==> src/hw/rtl/ncrm_pkg.sv <==
`timescale 1ns / 1ps
// ----------------------------------------------------------------------------
// ncrm_pkg
// Shared widths, types and helpers for the crop-and-resize mapper.
// ----------------------------------------------------------------------------
package ncrm_pkg;

    localparam int BYTES_PER_PIXEL = 3;
    localparam int MAX_DIM         = 4096;

    localparam int REG_W    = 13;                        // config data width
    localparam int IDX_W    = 3;                         // config index width
    localparam int POS_W    = 12;                        // destination coordinate
    localparam int COORD_W  = 12;                        // source coordinate field
    localparam int OFF_W    = 26;                        // byte offset field
    localparam int DIM_W    = $clog2(MAX_DIM + 1);       // effective size
    localparam int NUM_W    = POS_W + DIM_W;             // dividend / quotient
    localparam int PROD_W   = COORD_W + DIM_W;           // row times width
    localparam int FIFO_DEPTH = 4;

    typedef enum logic [IDX_W-1:0] {
        REG_SOURCE_WIDTH  = 3'd0,
        REG_SOURCE_HEIGHT = 3'd1,
        REG_TARGET_WIDTH  = 3'd2,
        REG_TARGET_HEIGHT = 3'd3,
        REG_CROP_LEFT     = 3'd4,
        REG_CROP_TOP      = 3'd5,
        REG_CROP_SPAN_X   = 3'd6,
        REG_CROP_SPAN_Y   = 3'd7
    } ncrm_reg_idx_t;

    // Effective (saturated) configuration as used by the datapath
    typedef struct packed {
        logic [DIM_W-1:0]        src_w;
        logic [DIM_W-1:0]        src_h;
        logic [DIM_W-1:0]        tgt_w;
        logic [DIM_W-1:0]        tgt_h;
        logic signed [REG_W-1:0] crop_left;
        logic signed [REG_W-1:0] crop_top;
        logic [DIM_W-1:0]        span_x;
        logic [DIM_W-1:0]        span_y;
    } ncrm_cfg_t;

    // Queue entry between front and back
    typedef struct packed {
        logic [NUM_W-1:0] num_x;
        logic [NUM_W-1:0] num_y;
        logic [OFF_W-1:0] dst_off;
    } ncrm_item_t;

    typedef struct packed {
        logic full;
        logic empty;
    } ncrm_fifo_stat_t;

    // Restoring divider state: partial remainder and dividend/quotient shifter
    typedef struct packed {
        logic [DIM_W-1:0] rem;
        logic [NUM_W-1:0] nq;
    } ncrm_div_t;

    function automatic logic [DIM_W-1:0] eff_size(input logic [REG_W-1:0] v);
        logic [DIM_W-1:0] r;
        if (v == '0)
            r = DIM_W'(1);
        else if (REG_W'(v) > REG_W'(MAX_DIM))
            r = DIM_W'(MAX_DIM);
        else
            r = DIM_W'(v);
        return r;
    endfunction

    // One quotient bit per call
    function automatic ncrm_div_t div_step(input ncrm_div_t s, input logic [DIM_W-1:0] d);
        logic [DIM_W:0] t;
        logic           ge;
        ncrm_div_t      r;
        t  = {s.rem, s.nq[NUM_W-1]};
        ge = (t >= {1'b0, d});
        r.rem = ge ? DIM_W'(t - {1'b0, d}) : DIM_W'(t);
        r.nq  = {s.nq[NUM_W-2:0], ge};
        return r;
    endfunction

endpackage

==> src/hw/rtl/ncrm_ifs.sv <==


interface ncrm_cfg_if;
    logic                        valid;
    logic                        ready;
    logic [ncrm_pkg::IDX_W-1:0]  index;
    logic [ncrm_pkg::REG_W-1:0]  data;

    modport source (output valid, output index, output data, input ready);
    modport sink   (input valid, input index, input data, output ready);
endinterface

==> src/hw/rtl/ncrm_cfg_regs.sv <==
`timescale 1ns / 1ps
// ----------------------------------------------------------------------------
// ncrm_cfg_regs
// Configuration registers; sizes are stored already saturated to 1..MAX_DIM.
// ----------------------------------------------------------------------------
module ncrm_cfg_regs (
    input  logic                clk,
    input  logic                rst_n,
    ncrm_cfg_if.sink            cfg,
    output ncrm_pkg::ncrm_cfg_t cfg_q
);

    ncrm_pkg::ncrm_cfg_t cfg_reg;
    ncrm_pkg::ncrm_cfg_t cfg_next;
    logic [ncrm_pkg::DIM_W-1:0] size_w;

    assign cfg.ready = 1'b1;
    assign cfg_q     = cfg_reg;
    assign size_w    = ncrm_pkg::eff_size(cfg.data);

    always_comb
    begin
        cfg_next = cfg_reg;
        if (cfg.valid)
        begin
            case (ncrm_pkg::ncrm_reg_idx_t'(cfg.index))
                ncrm_pkg::REG_SOURCE_WIDTH:  cfg_next.src_w     = size_w;
                ncrm_pkg::REG_SOURCE_HEIGHT: cfg_next.src_h     = size_w;
                ncrm_pkg::REG_TARGET_WIDTH:  cfg_next.tgt_w     = size_w;
                ncrm_pkg::REG_TARGET_HEIGHT: cfg_next.tgt_h     = size_w;
                ncrm_pkg::REG_CROP_LEFT:     cfg_next.crop_left = $signed(cfg.data);
                ncrm_pkg::REG_CROP_TOP:      cfg_next.crop_top  = $signed(cfg.data);
                ncrm_pkg::REG_CROP_SPAN_X:   cfg_next.span_x    = size_w;
                ncrm_pkg::REG_CROP_SPAN_Y:   cfg_next.span_y    = size_w;
                default:                     cfg_next = cfg_reg;
            endcase
        end
    end

    always_ff @(posedge clk or negedge rst_n)
    begin
        if (!rst_n)
        begin
            cfg_reg.src_w     <= ncrm_pkg::DIM_W'(640);
            cfg_reg.src_h     <= ncrm_pkg::DIM_W'(480);
            cfg_reg.tgt_w     <= ncrm_pkg::DIM_W'(112);
            cfg_reg.tgt_h     <= ncrm_pkg::DIM_W'(112);
            cfg_reg.crop_left <= '0;
            cfg_reg.crop_top  <= '0;
            cfg_reg.span_x    <= ncrm_pkg::DIM_W'(640);
            cfg_reg.span_y    <= ncrm_pkg::DIM_W'(480);
        end
        else
        begin
            cfg_reg <= cfg_next;
        end
    end

endmodule

==> src/flat_wrapper.sv <==
// flat-port wrapper written by rule: the top's interface ports become plain ports
module ncrm_cfg_regs_flat 
  (clk, rst_n, cfg_q, cfg_valid, cfg_index, cfg_data, cfg_ready);
  ncrm_cfg_if cfg_i ();
  input  logic clk;
  input  logic rst_n;
  output ncrm_pkg::ncrm_cfg_t cfg_q;
  input wire logic [$bits(cfg_i.valid)-1:0] cfg_valid;
  input wire logic [$bits(cfg_i.index)-1:0] cfg_index;
  input wire logic [$bits(cfg_i.data)-1:0] cfg_data;
  output wire logic [$bits(cfg_i.ready)-1:0] cfg_ready;
  assign cfg_i.valid = cfg_valid;
  assign cfg_i.index = cfg_index;
  assign cfg_i.data = cfg_data;
  assign cfg_ready = cfg_i.ready;
  ncrm_cfg_regs u_core (.clk(clk), .rst_n(rst_n), .cfg(cfg_i), .cfg_q(cfg_q));
endmodule
==> config.mk <==
export PLATFORM = sky130hd
export DESIGN_NAME = ncrm_cfg_regs_flat
export DESIGN_NICKNAME = d
export VERILOG_FILES = /design/src/hw/rtl/ncrm_pkg.sv /design/src/hw/rtl/ncrm_ifs.sv /design/src/hw/rtl/ncrm_cfg_regs.sv /design/src/flat_wrapper.sv
export SDC_FILE = /design/constraint.sdc
export NUM_CORES = 1
export LEC_CHECK = 0
export ABC_AREA = 1
export BUFFER_PORTS_ARGS = -buffer_cell sky130_fd_sc_hd__clkbuf_2
export CAP_MARGIN = 20
export CORE_MARGIN = 5
export CORE_UTILIZATION = 55
export CTS_BUF_LIST = sky130_fd_sc_hd__clkbuf_8 sky130_fd_sc_hd__clkbuf_16
export CTS_CLUSTER_DIAMETER = 60
export DETAILED_ROUTE_END_ITERATION = 8
export GPL_TIMING_DRIVEN = 1
export MAX_ROUTING_LAYER = met4
export PLACE_DENSITY = 0.95
export SYNTH_ARGS = -nofsm -noshare
export SYNTH_HDL_FRONTEND = slang
export SYNTH_SLANG_ARGS = --single-unit
==> constraint.sdc <==
create_clock -name clk -period 1.34 [get_ports clk]
set_input_delay 0.268 -clock clk [delete_from_list [all_inputs] [get_ports clk]]
set_output_delay 0.268 -clock clk [all_outputs]
set_load 0.01 [all_outputs]
# Yosys cells after proc, flatten, opt, wreduce, memory -nomap -nowiden
# Cells that the tools add are included.
[op_classes] shift=0 order_cmp=1 eq_ne=7 reduce_logical=10 multipliers=0 n_bitwise=0 mux=2 add_sub_neg=0 div_mod_pow=0
[ops] cell="$mux 13" count=2
[ops] cell="$reduce_and 2->1" count=8
[ops] cell="$gt 13x13->1 const B" count=1
[ops] cell="$logic_not 13->1" count=1
[ops] cell="$eq 3x3->1 const B" count=4
[ops] cell="$eq 3x2->1 const B" count=2
[ops] cell="$eq 3x1->1 const B" count=1
[ops] cell="$logic_not 3->1" count=1
[totals] elab_cells=28 ram_bits=0 mem_bits_ro=0 output_inout_bits=105 regBits=104 mem_count=0 latchBits=0

# Longest topological paths before layout
[logic_depth] depth_word=3 mapped_depth=9 mapped_depth_nobuf=7

# Worst setup path after synthesis
# No wires, ideal clock.
[synth_timing] kind="in2reg" startpoint="input port cfg_data[4]" endpoint="register u_core.cfg_reg, in the netlist u_core.cfg_q[95]" t_arrival_ns=1.079 path_stages=9 setup_ns=0.066 path_slack_ns=0.196 path_cell_list="buf_4 -> nor2_1 -> nand2_1 -> nor2_2 -> nand2_2 -> nand2_4 -> buf_12 -> nand3_1 -> nand2_1"
[synth_via] elab_chain_cells=3 elab_cells_between_ends=4
[synth_lines] element="from (decl)" line_no="flat_wrapper.sv:10" rtl="input wire logic [$bits(cfg_i.data)-1:0] cfg_data;"
[synth_lines] element="$gt 13x13->1" line_no="ncrm_pkg.sv:66" rtl="else if (REG_W'(v) > REG_W'(MAX_DIM))"
[synth_lines] element="$mux 13" line_no="ncrm_pkg.sv:66"
[synth_lines] element="$mux 13 *" line_no="ncrm_pkg.sv:64" rtl="if (v == '0)"
[synth_lines] element="to (signal assigned)" line_no="ncrm_cfg_regs.sv:55" rtl="cfg_reg <= cfg_next;"
[synth_lines] element="to (decl)" line_no="ncrm_cfg_regs.sv:13" rtl="ncrm_pkg::ncrm_cfg_t cfg_reg;"
# Every way passes the cells marked *; elsewhere a longest branch is shown, timed or not.
# A chain may end at the register's enable or synchronous reset.

# Worst setup path after layout
[layout_timing] startpoint="register u_core.cfg_reg, in the netlist u_core.cfg_q[22]" endpoint="output port cfg_q[22] (netlist name)"
[layout_lines] element="to (decl)" line_no="flat_wrapper.sv:7" rtl="output ncrm_pkg::ncrm_cfg_t cfg_q;"
# No word-level cell between the ends.

==> results_dict.tcl <==
set metrics [dict create \
    synth_compound_area_share_pct 3.790 \
    synth_xor_area_share_pct 0 \
    yosysUniqueCellTypes 19 \
    grt_usage_pct 26.04 \
    p_sw_share_pct 31.28 \
    fmax_mhz 761.4 \
    vias 3733 \
    area_growth_pct 23.72 \
    totalWireLength_um 11700 \
    drv_slew 0 \
    cts_buffer_depth 2 \
    rsz0062_at_grt "false" \
    synth.avg_cell_area_sq_um 8.990 \
    period_share_pct 98.01 \
    grt_pass1_wl_um 18950 \
    path_buf_inv 1 \
    syn_inst 470 \
    place_inst 689 \
    cts_tree "yes" \
    die_h_um 97.65 \
    path_delay_family "flip-flops" \
    wl_per_cell_um 16.57 \
    core_sq_mm 0.007607 \
    synth_top_family_by_area "simple AND/OR/NAND/NOR gates" \
    synth_top_area_share_pct 50.93 \
    post-cts-setup-buffers 0 \
    numCtsBuffers 9 \
    min_from "cfg_data[8]" \
    top_layer_used "met4" \
    portBuffers 122 \
    wl_met3_um 919 \
    layout.nets 618 \
    end_kind "primary output" \
    synth_area_leaders "dfrtp_1, nand2_1, dfstp_2" \
    grt_overflow_total 0 \
    worstHoldPathType "input pin to flop" \
    cp-start-kind "flop" \
    status "complete, no violations" \
    crit_required_ns 1.07 \
    die_area_sq_mm 0.009536 \
    path_cells "clkbuf_2" \
    r2r-start "u_core.cfg_q[22]$_DFFE_PN1P_" \
    chipWidth_um 97.65 \
    intPower_uw 5172 \
    num_rows 32 \
    power_uw 7526 \
    start_util_pct 55.54 \
    insertion_delay_ns 0.35 \
    cpMaxStageDelayCell "dfstp_2" \
    yosysWarningCount 0 \
    combPwrFrac_pct 20.8 \
    fin_skew_ns 0 \
    cp.depth 1 \
    crit_fanout 2 \
    clkTransAtPathRegs_ns 0.10 \
    viasPerCell 5.288 \
    ir_drop_mv 0.7470 \
    setup_viol 0 \
    reg2regPathDepth 2 \
    crit_start "u_core.cfg_q[22]$_DFFE_PN1P_" \
    largest_register_ffs 104 \
    synthAdderAreaFrac_pct 0 \
    root_buffer "clkbuf_8" \
    h-tree-depth 3 \
    async_flop_share_pct 100.0 \
    setup_slack_ns 0.02663 \
    p_switching_uw 2354 \
    post-place-ws_ns 0.05408 \
    synth_area_sq_mm 0.004225 \
    pin_count 124 \
    slew_headroom_pct 55.42 \
    drcViolationCount 0 \
    fillCellCount 607 \
    ys_seq_elements 104 \
    slowest_delay_ns 0.56 \
    synthTopCellsByCount "nand2_1, dfrtp_1, o21ai_0, nand3_1, inv_1" \
    ys_seq_area_share_pct 62.13 \
    path_class "flop to primary output" \
    dr_wl_met2_um 5684 \
    worst_slew_pin_slew_ns 0.6662 \
    syn_nets 489 \
    synthMuxAreaShare_pct 0 \
    dp_hpwl_um 8378 \
    clkPwrFrac_pct 25.8 \
    clock-sinks 104 \
    drt_pass1_iterations 6 \
    hold_viol_final 0 \
    synth_top_cell_by_area "dfrtp_1" \
    ant_nets 0 \
    grt_pass1_vias 3724 \
    synth-edff-count 0 \
    fin_cells 706 \
    leakage_uw 0.002971 \
    yosysMostFrequentCell "nand2_1" \
    antenna_found_initial 0 \
    grt_max_degree 61 \
    crit_arrival_ns 1.05 \
    layout-drive-gt1-share_pct 32.12 \
    hold_depth 3 \
    diodes 0 \
    period_minus_slack_ns 1.313 \
    drt_iter0_drc 305 \
    seqPwrFrac_pct 53.4 \
    fin_setup_tns_ns 0 \
    ys.flop_type "dfrtp_1" \
    drv_cap 0 \
    gp_congestion 0.8466 \
    power.density_mw_per_mm2 1440 \
    synth-simple-area-share_pct 27.69 \
    wl_met1_um 4650 \
]
area by class of cell:
class,instances,area (sq um),area share [%]
Sequential cell,104,2625,50.22
Inverter,24,90.09,1.723
Clock inverter,7,71.32,1.364
Tap cell,102,127.6,2.441
Clock buffer,9,123.9,2.370
Timing Repair Buffer,144,855.8,16.37
Multi-Input combinational cell,316,1334,25.51
power by group through the flow:
stage / sequential, uW / clock [uW] / combinational (uW)
2_1_floorplan: 4250 / 0 / 522
3_3_place_gp: 4040 / 0 / 1520
3_5_place_dp: 4060 / 0 / 1580
4_1_cts: 4010 / 1960 / 1590
5_1_grt: 4070 / 2090 / 1740
6_report: 4020 / 1940 / 1570
layout by cell type (no fill, tap or decap), drive strengths merged:
cell,netlist,layout
clkinv,0,2
conb,1,1
dlygate4sd3,0,1
buf,19,23
o21ai,32,32
nand2,226,226
clkinvlp,0,3
dfrtp,86,86
bufinv,0,1
inv,24,25
nand3,36,36
nor2,21,21
dfstp,18,18
clkbuf,7,129
per-layer routing:
metal  up-vias  GRT usage, %
li1       1706             -
met1      1779         32.57
met2       207         41.86
met3        41         4.307
met4         0         11.82
met5         -             -
per-stage QoR:
step / hold WS (ns) / instance area [sq um] / utilization, %
2_1_floorplan: -0.02759 / 4225 / -
3_3_place_gp: 0.2745 / 5022 / 66.02
3_5_place_dp: 0.2763 / 5022 / 66.02
4_1_cts: 0.1826 / 5228 / 68.72
5_1_grt: 0.2005 / 5228 / 68.72
6_report: 0.1968 / 5228 / 68.72
logic make-up after synthesis:
kind of cell,Yosys count
AO/OA/AOI/OAI,32
AND/OR/NAND/NOR,283
other,1
buffers and inverters,50
flip-flops,104
path summary, 6_finish.rpt:
check | slack (ns) | to
max in group asynchronous | 0.56 | u_core.cfg_q[56]$_DFFE_PN1P_
setup reg to reg | 0.59 | u_core.cfg_q[22]$_DFFE_PN1P_
min in group asynchronous | 0.43 | u_core.cfg_q[101]$_DFFE_PN0P_
setup / recovery | 0.03 | cfg_q[22]
hold reg to reg | 0.47 | u_core.cfg_q[8]$_DFFE_PN1P_
hold / removal | 0.20 | u_core.cfg_q[47]$_DFFE_PN0P_
timing repair:
| item | in CTS | in global routing |
|---|---|---|
| hold endpoints to repair | 86 | 0 |
| endpoints found under the setup margin | 0 | 1 |
| gates resized for setup | 0 | 1 |
| hold buffers | 1 | 0 |
Power figures use the tool's default switching activity.
