<file path="src/hw/rtl/ncrm_pkg.sv">
`timescale 1ns / 1ps
// ----------------------------------------------------------------------------
// ncrm_pkg
// Shared widths, types and helpers for the crop-and-resize mapper.
// ----------------------------------------------------------------------------
package ncrm_pkg;

    localparam int BYTES_PER_PIXEL = 3;
    localparam int MAX_DIM         = 4096;

    localparam int REG_W    = 13;                        // config data width
    localparam int IDX_W    = 3;                         // config index width
    localparam int POS_W    = 12;                        // destination coordinate
    localparam int COORD_W  = 12;                        // source coordinate field
    localparam int OFF_W    = 26;                        // byte offset field
    localparam int DIM_W    = $clog2(MAX_DIM + 1);       // effective size
    localparam int NUM_W    = POS_W + DIM_W;             // dividend / quotient
    localparam int PROD_W   = COORD_W + DIM_W;           // row times width
    localparam int FIFO_DEPTH = 4;

    typedef enum logic [IDX_W-1:0] {
        REG_SOURCE_WIDTH  = 3'd0,
        REG_SOURCE_HEIGHT = 3'd1,
        REG_TARGET_WIDTH  = 3'd2,
        REG_TARGET_HEIGHT = 3'd3,
        REG_CROP_LEFT     = 3'd4,
        REG_CROP_TOP      = 3'd5,
        REG_CROP_SPAN_X   = 3'd6,
        REG_CROP_SPAN_Y   = 3'd7
    } ncrm_reg_idx_t;

    // Effective (saturated) configuration as used by the datapath
    typedef struct packed {
        logic [DIM_W-1:0]        src_w;
        logic [DIM_W-1:0]        src_h;
        logic [DIM_W-1:0]        tgt_w;
        logic [DIM_W-1:0]        tgt_h;
        logic signed [REG_W-1:0] crop_left;
        logic signed [REG_W-1:0] crop_top;
        logic [DIM_W-1:0]        span_x;
        logic [DIM_W-1:0]        span_y;
    } ncrm_cfg_t;

    // Queue entry between front and back
    typedef struct packed {
        logic [NUM_W-1:0] num_x;
        logic [NUM_W-1:0] num_y;
        logic [OFF_W-1:0] dst_off;
    } ncrm_item_t;

    typedef struct packed {
        logic full;
        logic empty;
    } ncrm_fifo_stat_t;

    // Restoring divider state: partial remainder and dividend/quotient shifter
    typedef struct packed {
        logic [DIM_W-1:0] rem;
        logic [NUM_W-1:0] nq;
    } ncrm_div_t;

    function automatic logic [DIM_W-1:0] eff_size(input logic [REG_W-1:0] v);
        logic [DIM_W-1:0] r;
        if (v == '0)
            r = DIM_W'(1);
        else if (REG_W'(v) > REG_W'(MAX_DIM))
            r = DIM_W'(MAX_DIM);
        else
            r = DIM_W'(v);
        return r;
    endfunction

    // One quotient bit per call
    function automatic ncrm_div_t div_step(input ncrm_div_t s, input logic [DIM_W-1:0] d);
        logic [DIM_W:0] t;
        logic           ge;
        ncrm_div_t      r;
        t  = {s.rem, s.nq[NUM_W-1]};
        ge = (t >= {1'b0, d});
        r.rem = ge ? DIM_W'(t - {1'b0, d}) : DIM_W'(t);
        r.nq  = {s.nq[NUM_W-2:0], ge};
        return r;
    endfunction

endpackage

</file>
<file path="src/hw/rtl/ncrm_fifo.sv">
`timescale 1ns / 1ps
// ----------------------------------------------------------------------------
// ncrm_fifo
// Short queue decoupling the front stage from the divider pipeline.
// ----------------------------------------------------------------------------
module ncrm_fifo (
    input  logic                      clk,
    input  logic                      rst_n,
    input  logic                      push,
    input  ncrm_pkg::ncrm_item_t      push_item,
    input  logic                      pop,
    output ncrm_pkg::ncrm_item_t      pop_item,
    output ncrm_pkg::ncrm_fifo_stat_t stat
);

    localparam int PTR_W = $clog2(ncrm_pkg::FIFO_DEPTH);
    localparam int CNT_W = $clog2(ncrm_pkg::FIFO_DEPTH + 1);

    ncrm_pkg::ncrm_item_t mem [ncrm_pkg::FIFO_DEPTH];
    logic [PTR_W-1:0] wr_ptr_reg;
    logic [PTR_W-1:0] rd_ptr_reg;
    logic [CNT_W-1:0] count_reg;
    logic [CNT_W-1:0] count_next;

    assign stat.full  = (count_reg == CNT_W'(ncrm_pkg::FIFO_DEPTH));
    assign stat.empty = (count_reg == '0);
    assign pop_item   = mem[rd_ptr_reg];

    always_comb
    begin
        count_next = count_reg;
        case ({push, pop})
            2'b10:   count_next = count_reg + CNT_W'(1);
            2'b01:   count_next = count_reg - CNT_W'(1);
            default: count_next = count_reg;
        endcase
    end

    always_ff @(posedge clk or negedge rst_n)
    begin
        if (!rst_n)
        begin
            wr_ptr_reg <= '0;
            rd_ptr_reg <= '0;
            count_reg  <= '0;
        end
        else
        begin
            if (push)
                wr_ptr_reg <= (wr_ptr_reg == PTR_W'(ncrm_pkg::FIFO_DEPTH - 1))
                              ? '0 : wr_ptr_reg + PTR_W'(1);
            if (pop)
                rd_ptr_reg <= (rd_ptr_reg == PTR_W'(ncrm_pkg::FIFO_DEPTH - 1))
                              ? '0 : rd_ptr_reg + PTR_W'(1);
            count_reg <= count_next;
        end
    end

    always_ff @(posedge clk)
    begin
        if (push)
            mem[wr_ptr_reg] <= push_item;
    end

    a_no_overflow: assert property (@(posedge clk) disable iff (!rst_n)
        !(push && stat.full))
        else $error("queue written while full");

    a_no_underflow: assert property (@(posedge clk) disable iff (!rst_n)
        !(pop && stat.empty))
        else $error("queue read while empty");

endmodule

</file>
<file path="config.mk">
export PLATFORM = sky130hd
export DESIGN_NAME = ncrm_fifo
export DESIGN_NICKNAME = d
export VERILOG_FILES = /design/src/hw/rtl/ncrm_pkg.sv /design/src/hw/rtl/ncrm_fifo.sv
export SDC_FILE = /design/constraint.sdc
export NUM_CORES = 1
export LEC_CHECK = 0
export BUFFER_PORTS_ARGS = -buffer_cell sky130_fd_sc_hd__buf_2
export CORE_MARGIN = 2
export CORE_UTILIZATION = 61
export CTS_CLUSTER_DIAMETER = 120
export DETAILED_ROUTE_END_ITERATION = 7
export MAX_ROUTING_LAYER = met4
export PLACE_DENSITY = 0.91
export SETUP_SLACK_MARGIN = 0.2
export SKIP_CTS_REPAIR_TIMING = 1
export SYNTH_ARGS = -nofsm -noshare
export SYNTH_HDL_FRONTEND = slang
export SYNTH_SLANG_ARGS = --single-unit
</file>
<file path="constraint.sdc">
create_clock -name clk -period 4.3 [get_ports clk]
set_input_delay 0.215 -clock clk [delete_from_list [all_inputs] [get_ports clk]]
set_output_delay 0.215 -clock clk [all_outputs]
set_load 0.05 [all_outputs]
</file>
# Word-level counts from Yosys, hierarchy flattened
# Memories as Yosys holds them, arrays and structs flattened.
# Index checks and enable logic that the tools add are counted.
dict set report totals {
  mem_count 1
  output_inout_bits 78
  elab_cells 20
  reg_bits 7
  ramBits 304
}
dict set report op_classes {
  addsub 4
  n_reduce_logical 2
  n_mux 5
  n_eq_ne 5
}
# memory words width rd rd_ports_with_merged_regs wr line_no
set memory_table {}
lappend memory_table {mem 4 76 1 0 1 ncrm_fifo.sv:19} ;# ncrm_pkg::ncrm_item_t mem [ncrm_pkg::FIFO_DEPTH];
# op n
set op_table {}
lappend op_table {{$eq A2 B2 Y1 const B} 3}
lappend op_table {{$pmux W3 S2} 1}
lappend op_table {{$add A2 B1 Y2 const B} 2}
lappend op_table {{$mux W2} 2}
lappend op_table {{$add A3 B1 Y3 const B} 1}
lappend op_table {{$eq A3 B3 Y1 const B} 1}
lappend op_table {{$logic_not A3 Y1} 1}
lappend op_table {{$sub A3 B1 Y3 const B} 1}
lappend op_table {{$eq A2 B1 Y1 const B} 1}
lappend op_table {{$mux W1} 2}
lappend op_table {{$reduce_bool A2 Y1} 1}

# Depth between registers and ports, before layout
# Gate-level depths: netlist of run 1.
dict set report depth {
  depth_word 2
  depth_mapped 7
}

# Least setup slack after synthesis of run 1
# No wires, ideal clock.
dict set report synth_path {
  path_type {reg-to-reg}
  from {register wr_ptr_reg[0]}
  to {memory mem[0][0] (netlist bit), enable pin}
  path_buffers 0
  slack_ns 1.466
  period_less_slack_ns 2.834
  stages_incl_launch_ff 4
  arrival_ns 2.392
  path_cell_list {dfrtp_1 > inv_1 > ha_1 > and2_1}
}
# element line_no
set synth_lines {}
lappend synth_lines {{from (decl)} ncrm_fifo.sv:20} ;# logic [PTR_W-1:0] wr_ptr_reg;
lappend synth_lines {{from (signal assigned)} ncrm_fifo.sv:50} ;# wr_ptr_reg <= (wr_ptr_reg == PTR_W'(ncrm_pkg::FIFO_DEPTH - 1))
lappend synth_lines {{to (decl)} ncrm_fifo.sv:19}
# No word-level cell before the write port.

==> results of run 1 <==
## worst min path at each step
| stage | end | slack, ns |
|---|---|---|
| final | count_reg[0]$_DFFE_PN0P_ | 0.09 |
| after global routing | rd_ptr_reg[1]$_DFFE_PN0P_ | 0.08 |
| after CTS | count_reg[0]$_DFFE_PN0P_ | -0.51 |
| after detailed placement | count_reg[0]$_DFFE_PN0P_ | 0.06 |
| after global placement | count_reg[1]$_DFFE_PN0P_ | 0.05 |
| after floorplan | count_reg[0]$_DFFE_PN0P_ | -0.08 |
## worst max-delay path, delay by kind of cell (launching register included)
family / cells / cell delay [ns]
flip-flops: 1 / 0.84
buffers and inverters: 2 / 0.65
multiplexers: 1 / 0.59
## power by group through the flow
stage / Sequential (uW) / Clock (uW) / Combinational, uW
after floorplan: 4050 / 0 / 3190
after global placement: 4290 / 0 / 3620
after detailed placement: 4340 / 0 / 3670
after CTS: 4280 / 2650 / 3690
after global routing: 4340 / 2770 / 3890
final: 4280 / 2620 / 3730
## kinds of logic after synthesis
logic type / synth area share, %
xor gates and xnor gates: 0.231
muxes: 15.3
AOI/OAI and AO/OA: 0.0878
buffers and inverters: 1.45
and+or+nand+nor: 0.472
adders and majority gates: 0.834
DFF: 81.6
## stage by stage
stage / utilization [%] / power [uW] / hold WS (ns)
CTS: 73.7 / 10600 / -0.513
finish: 78.0 / 10600 / 0.0889
global placement: 68.1 / 7900 / 0.0458
global route: 78.0 / 11000 / 0.0804
detailed placement: 68.1 / 8010 / 0.0599
floorplan: - / 7250 / -0.0806
## layout make-up
type	count	area (um2)
flip-flops and latches	311	9310
fillers	908	3980
multi-input cells	101	1940
repair buffers	237	1600
clock buffers	44	875
well taps	229	287
clock inverters	11	130
inverters	6	22.5
diodes	1	2.50
## routing by layer
metal,share of wire (%),GRT usage (%),vias up
met5,0,-,-
met4,1.7,4.63,0
met3,6.5,4.52,38
met2,54,34.9,233
met1,38,27.7,2842
li1,-,-,2370
## Yosys cell counts (3+ instances only)
cell type	number	share of area [%]
sky130_fd_sc_hd__and2_1	4	0.22
sky130_fd_sc_hd__buf_2	7	0.31
sky130_fd_sc_hd__buf_4	4	0.26
sky130_fd_sc_hd__clkbuf_1	3	0.099
sky130_fd_sc_hd__dfrtp_1	7	1.5
sky130_fd_sc_hd__edfxtp_1	304	80
sky130_fd_sc_hd__ha_1	6	0.66
sky130_fd_sc_hd__inv_1	6	0.20
sky130_fd_sc_hd__mux4_2	76	15
==> impl_metrics.csv, run 1 <==
group,metric,value,unit
clock_tree,clock_transition_at_the_register_clock_pins_on_the_worst_setup_and_hold_paths_after_cts,0.06,ns
timing,slew_headroom,21.7,%
floorplanning,top_level_ports,158,
power_and_ir_drop,comb_pwr_share,35.1,%
placement,place_inst,805,
worst_setup_path,ff2ff_path_depth,3,
drt,totalWireLength,22100,um
cells_and_area,stdcell_count,940,
clock_tree,cts_tree,"done",
global_routing,grt.total_usage,21.1,%
power_and_ir_drop,power.static_leakage,0.00495,uW
placement,dp.final_hpwl,11500,um
clock_tree,clock-sinks,311,
floorplanning,initial_cell_density_of_the_core,62.8,%
cells_and_area,drive_above_1_share,40.3,%
floorplanning,die_w,141,um
clock_tree,htreeDepth,1,
global_routing,grt_start_max_net_pins,79,
timing,timing_hold_violations_final,0,
timing,grt_setup_unrepaired,"no",
yosys,syn-instance-count,436,
status,outcome,"completed",
placement,place_ws,1.91,ns
timing,tightest_slew,1.17,ns
timing,fmax,346,MHz
cells_and_area,postLayoutCellArea,14200,um2
drt,drc,0,
worst_setup_path,worstSetupStartpointType,"flip-flop",
yosys,syn-num-nets,523,
timing,final.min_clock_period,2.89,ns
power_and_ir_drop,worst_ir_drop_vdd,0.000581,V
yosys,postSynth.topFlopCell,"sky130_fd_sc_hd__edfxtp_1",
worst_setup_path,crit_path_end,"pop_item[34]",
placement,place.gp.congestion,0.694,
clock_tree,cts_inserted_buffers,30,
global_routing,first_global_vias,5474,
power_and_ir_drop,power_switching_share,37.3,%
floorplanning,floorplan_core_area,18100,um2
power_and_ir_drop,switching_power_of_the_nets,3960,uW
cells_and_area,most-common-layout-cells,"sky130_fd_sc_hd__edfxtp_1, sky130_fd_sc_hd__buf_2, sky130_fd_sc_hd__dlygate4sd3_1, sky130_fd_sc_hd__mux4_2, sky130_fd_sc_hd__clkbuf_16",
yosys,synthesized_area,11400,um2
drt,wire_per_inst,23.5,um
timing,fin_ws,1.41,ns
cells_and_area,largest_register_ffs,304,
floorplanning,dieArea,19800,um2
power_and_ir_drop,p_seq_share,40.2,%
yosys,ys_ff_latch,311,
worst_setup_path,critical_path.max_stage_delay,0.84,ns
cells_and_area,finish.net_count,774,
clock_tree,clock_latency,0.53,ns
worst_setup_path,crit-reg2reg-launch,"wr_ptr_reg[0]$_DFFE_PN0P_",
worst_setup_path,critical_path.startpoint,"rd_ptr_reg[0]$_DFFE_PN0P_",
worst_setup_path,critPathSlowestCell,"sky130_fd_sc_hd__dfrtp_4",
timing,final.period_utilization,67.3,%
worst_setup_path,critPathRequiredTime,4.09,ns
power_and_ir_drop,power_frac_clock,24.6,%
drt,detailed_route_iter0_violations,378,
global_routing,grt_pass1_wl,30900,um
worst_setup_path,cp_data_arrival_time,2.68,ns
drt,detail_route.vias_per_cell,5.83,
worst_setup_path,setup.worst_path.end_class,"primary output",
flow_run,cap_violations,0,
placement,io_buffer_count,157,
global_routing,grt_antenna_before_repair,1,
worst_setup_path,timing.reg2reg.setup_slack,2.23,ns
timing,finalMaxSlewViolations,0,
worst_setup_path,worstSetupPathType,"flip-flop to primary output",
drt,antenna_violating_nets_post_route,0,
yosys,synth_async_sr_flop_share,2.25,%
worst_setup_path,reg2reg_to,"mem[0][50]$_DFFE_PP_",
clock_tree,cts_root_buffer,"sky130_fd_sc_hd__clkbuf_16",
hold_path,worstHoldPathType,"input pin to asynchronous set/reset pin",
floorplanning,die_y,141,um
global_routing,grt_remaining_overflow,0,
floorplanning,placement_rows,49,
drt,via_count,5483,
power_and_ir_drop,intPower,6660,uW
cells_and_area,layout_commonest_cell,"sky130_fd_sc_hd__edfxtp_1",
timing,setup_viol,0,
drt,dr.pass1.iters,4,
clock_tree,cts.path.max_buffers,3,
yosys,synth_enable_flop_cells,304,
worst_setup_path,timing.critical_path.cells,"buf_12, mux4_2, buf_2",
power_and_ir_drop,pwr_density_cell,750,nW/um2
yosys,synth-seq-area-share,81.6,%
timing,clock-skew-final,0.00777,ns
placement,placed_cell_area,12400,um2
timing,final_setup_tns,0,ns
worst_setup_path,cp_max_fo,48,
yosys,synth.avg_cell_area,26.1,um2
yosys,ys.warnings.count,0,
yosys,synth_cell_type_count,23,
cells_and_area,area_growth_syn_to_layout,24.3,%
(Power assumes the default switching activity.)
==> run 2: changes to the inputs <==
--- a/config.mk
+++ b/config.mk
@@ -7,11 +7,11 @@
 export LEC_CHECK = 0
 export BUFFER_PORTS_ARGS = -buffer_cell sky130_fd_sc_hd__buf_2
 export CORE_MARGIN = 2
-export CORE_UTILIZATION = 61
+export CORE_UTILIZATION = 51
 export CTS_CLUSTER_DIAMETER = 120
 export DETAILED_ROUTE_END_ITERATION = 7
 export MAX_ROUTING_LAYER = met4
-export PLACE_DENSITY = 0.91
+export PLACE_DENSITY = 0.82
 export SETUP_SLACK_MARGIN = 0.2
 export SKIP_CTS_REPAIR_TIMING = 1
 export SYNTH_ARGS = -nofsm -noshare
==> constraint.sdc (replaced) <==
create_clock -name clk -period 2.6 [get_ports clk]
set_input_delay 0.13 -clock clk [delete_from_list [all_inputs] [get_ports clk]]
set_output_delay 0.13 -clock clk [all_outputs]
set_load 0.05 [all_outputs]
==> run 2 against run 1 <==
Net effect:
- first-iteration DRC count rose by 5.8%
- non-clock buffer count up 26
- sequential cell count is the same
- count of clock-buffer cells in the layout fell by 8
- critical path type unchanged
- critical endpoint is now pop_item[1]
- worst hold slack better by 0.26 ns
- final cell count increased by 8.4%
==> impl_metrics.csv, run 2 (same netlist as run 1, synthesis figures left out) <==
group,metric,value,unit
status,outcome,"completed",
drt,totalWireLength,21800,um
global_routing,grt_remaining_overflow,0,
placement,placed_cell_area,12700,um2
clock_tree,htreeDepth,1,
cells_and_area,most-common-layout-cells,"sky130_fd_sc_hd__edfxtp_1, sky130_fd_sc_hd__buf_2, sky130_fd_sc_hd__dlygate4sd3_1, sky130_fd_sc_hd__mux4_2, sky130_fd_sc_hd__clkbuf_16",
floorplanning,floorplan_core_area,21900,um2
timing,final.min_clock_period,2.31,ns
drt,dr.pass1.iters,4,
worst_setup_path,worstSetupStartpointType,"flip-flop",
placement,dp.final_hpwl,12900,um
power_and_ir_drop,comb_pwr_share,38.9,%
hold_path,worstHoldPathType,"input pin to flip-flop",
worst_setup_path,timing.critical_path.cells,"buf_12, mux4_2, buf_2",
cells_and_area,area_growth_syn_to_layout,27.4,%
worst_setup_path,critPathRequiredTime,2.47,ns
clock_tree,clock_transition_at_the_register_clock_pins_on_the_worst_setup_and_hold_paths_after_cts,0.06,ns
power_and_ir_drop,worst_ir_drop_vdd,0.000921,V
power_and_ir_drop,switching_power_of_the_nets,6650,uW
floorplanning,top_level_ports,158,
worst_setup_path,cp_data_arrival_time,2.18,ns
power_and_ir_drop,power.static_leakage,0.00509,uW
floorplanning,die_w,154,um
worst_setup_path,critPathSlowestCell,"sky130_fd_sc_hd__dfrtp_4",
placement,io_buffer_count,157,
timing,slew_headroom,70.5,%
floorplanning,dieArea,23600,um2
global_routing,grt_pass1_wl,31700,um
timing,fmax,433,MHz
power_and_ir_drop,power_frac_clock,23.2,%
cells_and_area,layout_commonest_cell,"sky130_fd_sc_hd__edfxtp_1",
global_routing,grt_antenna_before_repair,1,
drt,antenna_violating_nets_post_route,0,
power_and_ir_drop,p_seq_share,37.9,%
timing,clock-skew-final,0.00647,ns
clock_tree,cts_root_buffer,"sky130_fd_sc_hd__clkbuf_16",
timing,grt_setup_unrepaired,"no",
timing,final.period_utilization,88.8,%
drt,drc,0,
cells_and_area,drive_above_1_share,42.4,%
drt,via_count,5558,
timing,final_setup_tns,0,ns
power_and_ir_drop,power_switching_share,37.4,%
clock_tree,clock_latency,0.53,ns
power_and_ir_drop,intPower,11100,uW
flow_run,cap_violations,0,
drt,detail_route.vias_per_cell,5.45,
worst_setup_path,worstSetupPathType,"flip-flop to primary output",
global_routing,grt.total_usage,17.9,%
clock_tree,cts_inserted_buffers,31,
floorplanning,die_y,154,um
clock_tree,cts.path.max_buffers,3,
cells_and_area,postLayoutCellArea,14500,um2
cells_and_area,finish.net_count,801,
timing,timing_hold_violations_final,0,
clock_tree,clock-sinks,311,
drt,wire_per_inst,21.4,um
placement,place.gp.congestion,0.722,
worst_setup_path,setup.worst_path.end_class,"primary output",
floorplanning,initial_cell_density_of_the_core,52.1,%
cells_and_area,largest_register_ffs,304,
global_routing,first_global_vias,5623,
floorplanning,placement_rows,54,
clock_tree,cts_tree,"done",
worst_setup_path,cp_max_fo,18,
worst_setup_path,critical_path.max_stage_delay,0.62,ns
timing,finalMaxSlewViolations,0,
power_and_ir_drop,pwr_density_cell,1220,nW/um2
global_routing,grt_start_max_net_pins,41,
drt,detailed_route_iter0_violations,400,
timing,setup_viol,0,
timing,tightest_slew,0.443,ns
[run 2: metrics by stage]
| stage | setup WS, ns | hold slack, ns | util [%] | total power, uW | instances |
|---|---|---|---|---|---|
| CTS | 0.0582 | -0.597 | 62.2 | 17600 | 931 |
| global placement | 0.652 | -0.0328 | 57.8 | 13300 | 874 |
| finish | 0.291 | 0.349 | 66.3 | 17800 | 1019 |
| floorplan | 0.598 | -0.166 | - | 12000 | 436 |
| detailed placement | 0.643 | -0.0229 | 57.8 | 13500 | 874 |
| global route | 0.213 | 0.341 | 66.3 | 18400 | 1019 |
[run 2: area by class of cell]
class                      instances  area, um2
fill                            1421       7370
multi-input combinational        101       1940
timing repair buffer             263       1930
sequential                       311       9310
inverter                           6       22.5
antenna                            1       2.50
clock inverter                    21        166
tap                              280        350
clock buffer                      36        795
[run 2: critical path: cells and delay by family (launching register included)]
family / cells / cell delay [ns]
flops: 1 / 0.62
mux: 1 / 0.55
buf+inv: 2 / 0.47
[run 2: worst paths after layout]
kind / start / to / slack (ns) / cells after the start
setup / recovery: rd_ptr_reg[0]$_DFFE_PN0P_ / pop_item[1] / 0.29 / 3
hold / removal: push_item[13] / mem[1][13]$_DFFE_PP_ / 0.35 / 2
setup reg to reg: wr_ptr_reg[0]$_DFFE_PN0P_ / mem[0][75]$_DFFE_PP_ / 0.86 / 4
hold reg to reg: count_reg[2]$_DFFE_PN0P_ / count_reg[2]$_DFFE_PN0P_ / 0.55 / 1
max in group asynchronous: rst_n / rd_ptr_reg[0]$_DFFE_PN0P_ / 1.75 / 3
min in group asynchronous: rst_n / rd_ptr_reg[1]$_DFFE_PN0P_ / 0.56 / 3
[run 2: metal layers]
metal	share of wire, %	GRT usage [%]	wire [um]
met1	41	23.1	8870
met2	53	29.5	11400
met3	5.4	4.26	1170
met4	1.4	4.11	299
met5	0	-	0
[run 2: power by group through the flow]
stage	logic [uW]	registers, uW	clock network [uW]
after global routing	7250	6800	4400
after detailed placement	6520	6970	0
final	6910	6730	4120
after floorplan	5290	6660	0
after CTS	6550	6870	4220
after global placement	6450	6890	0
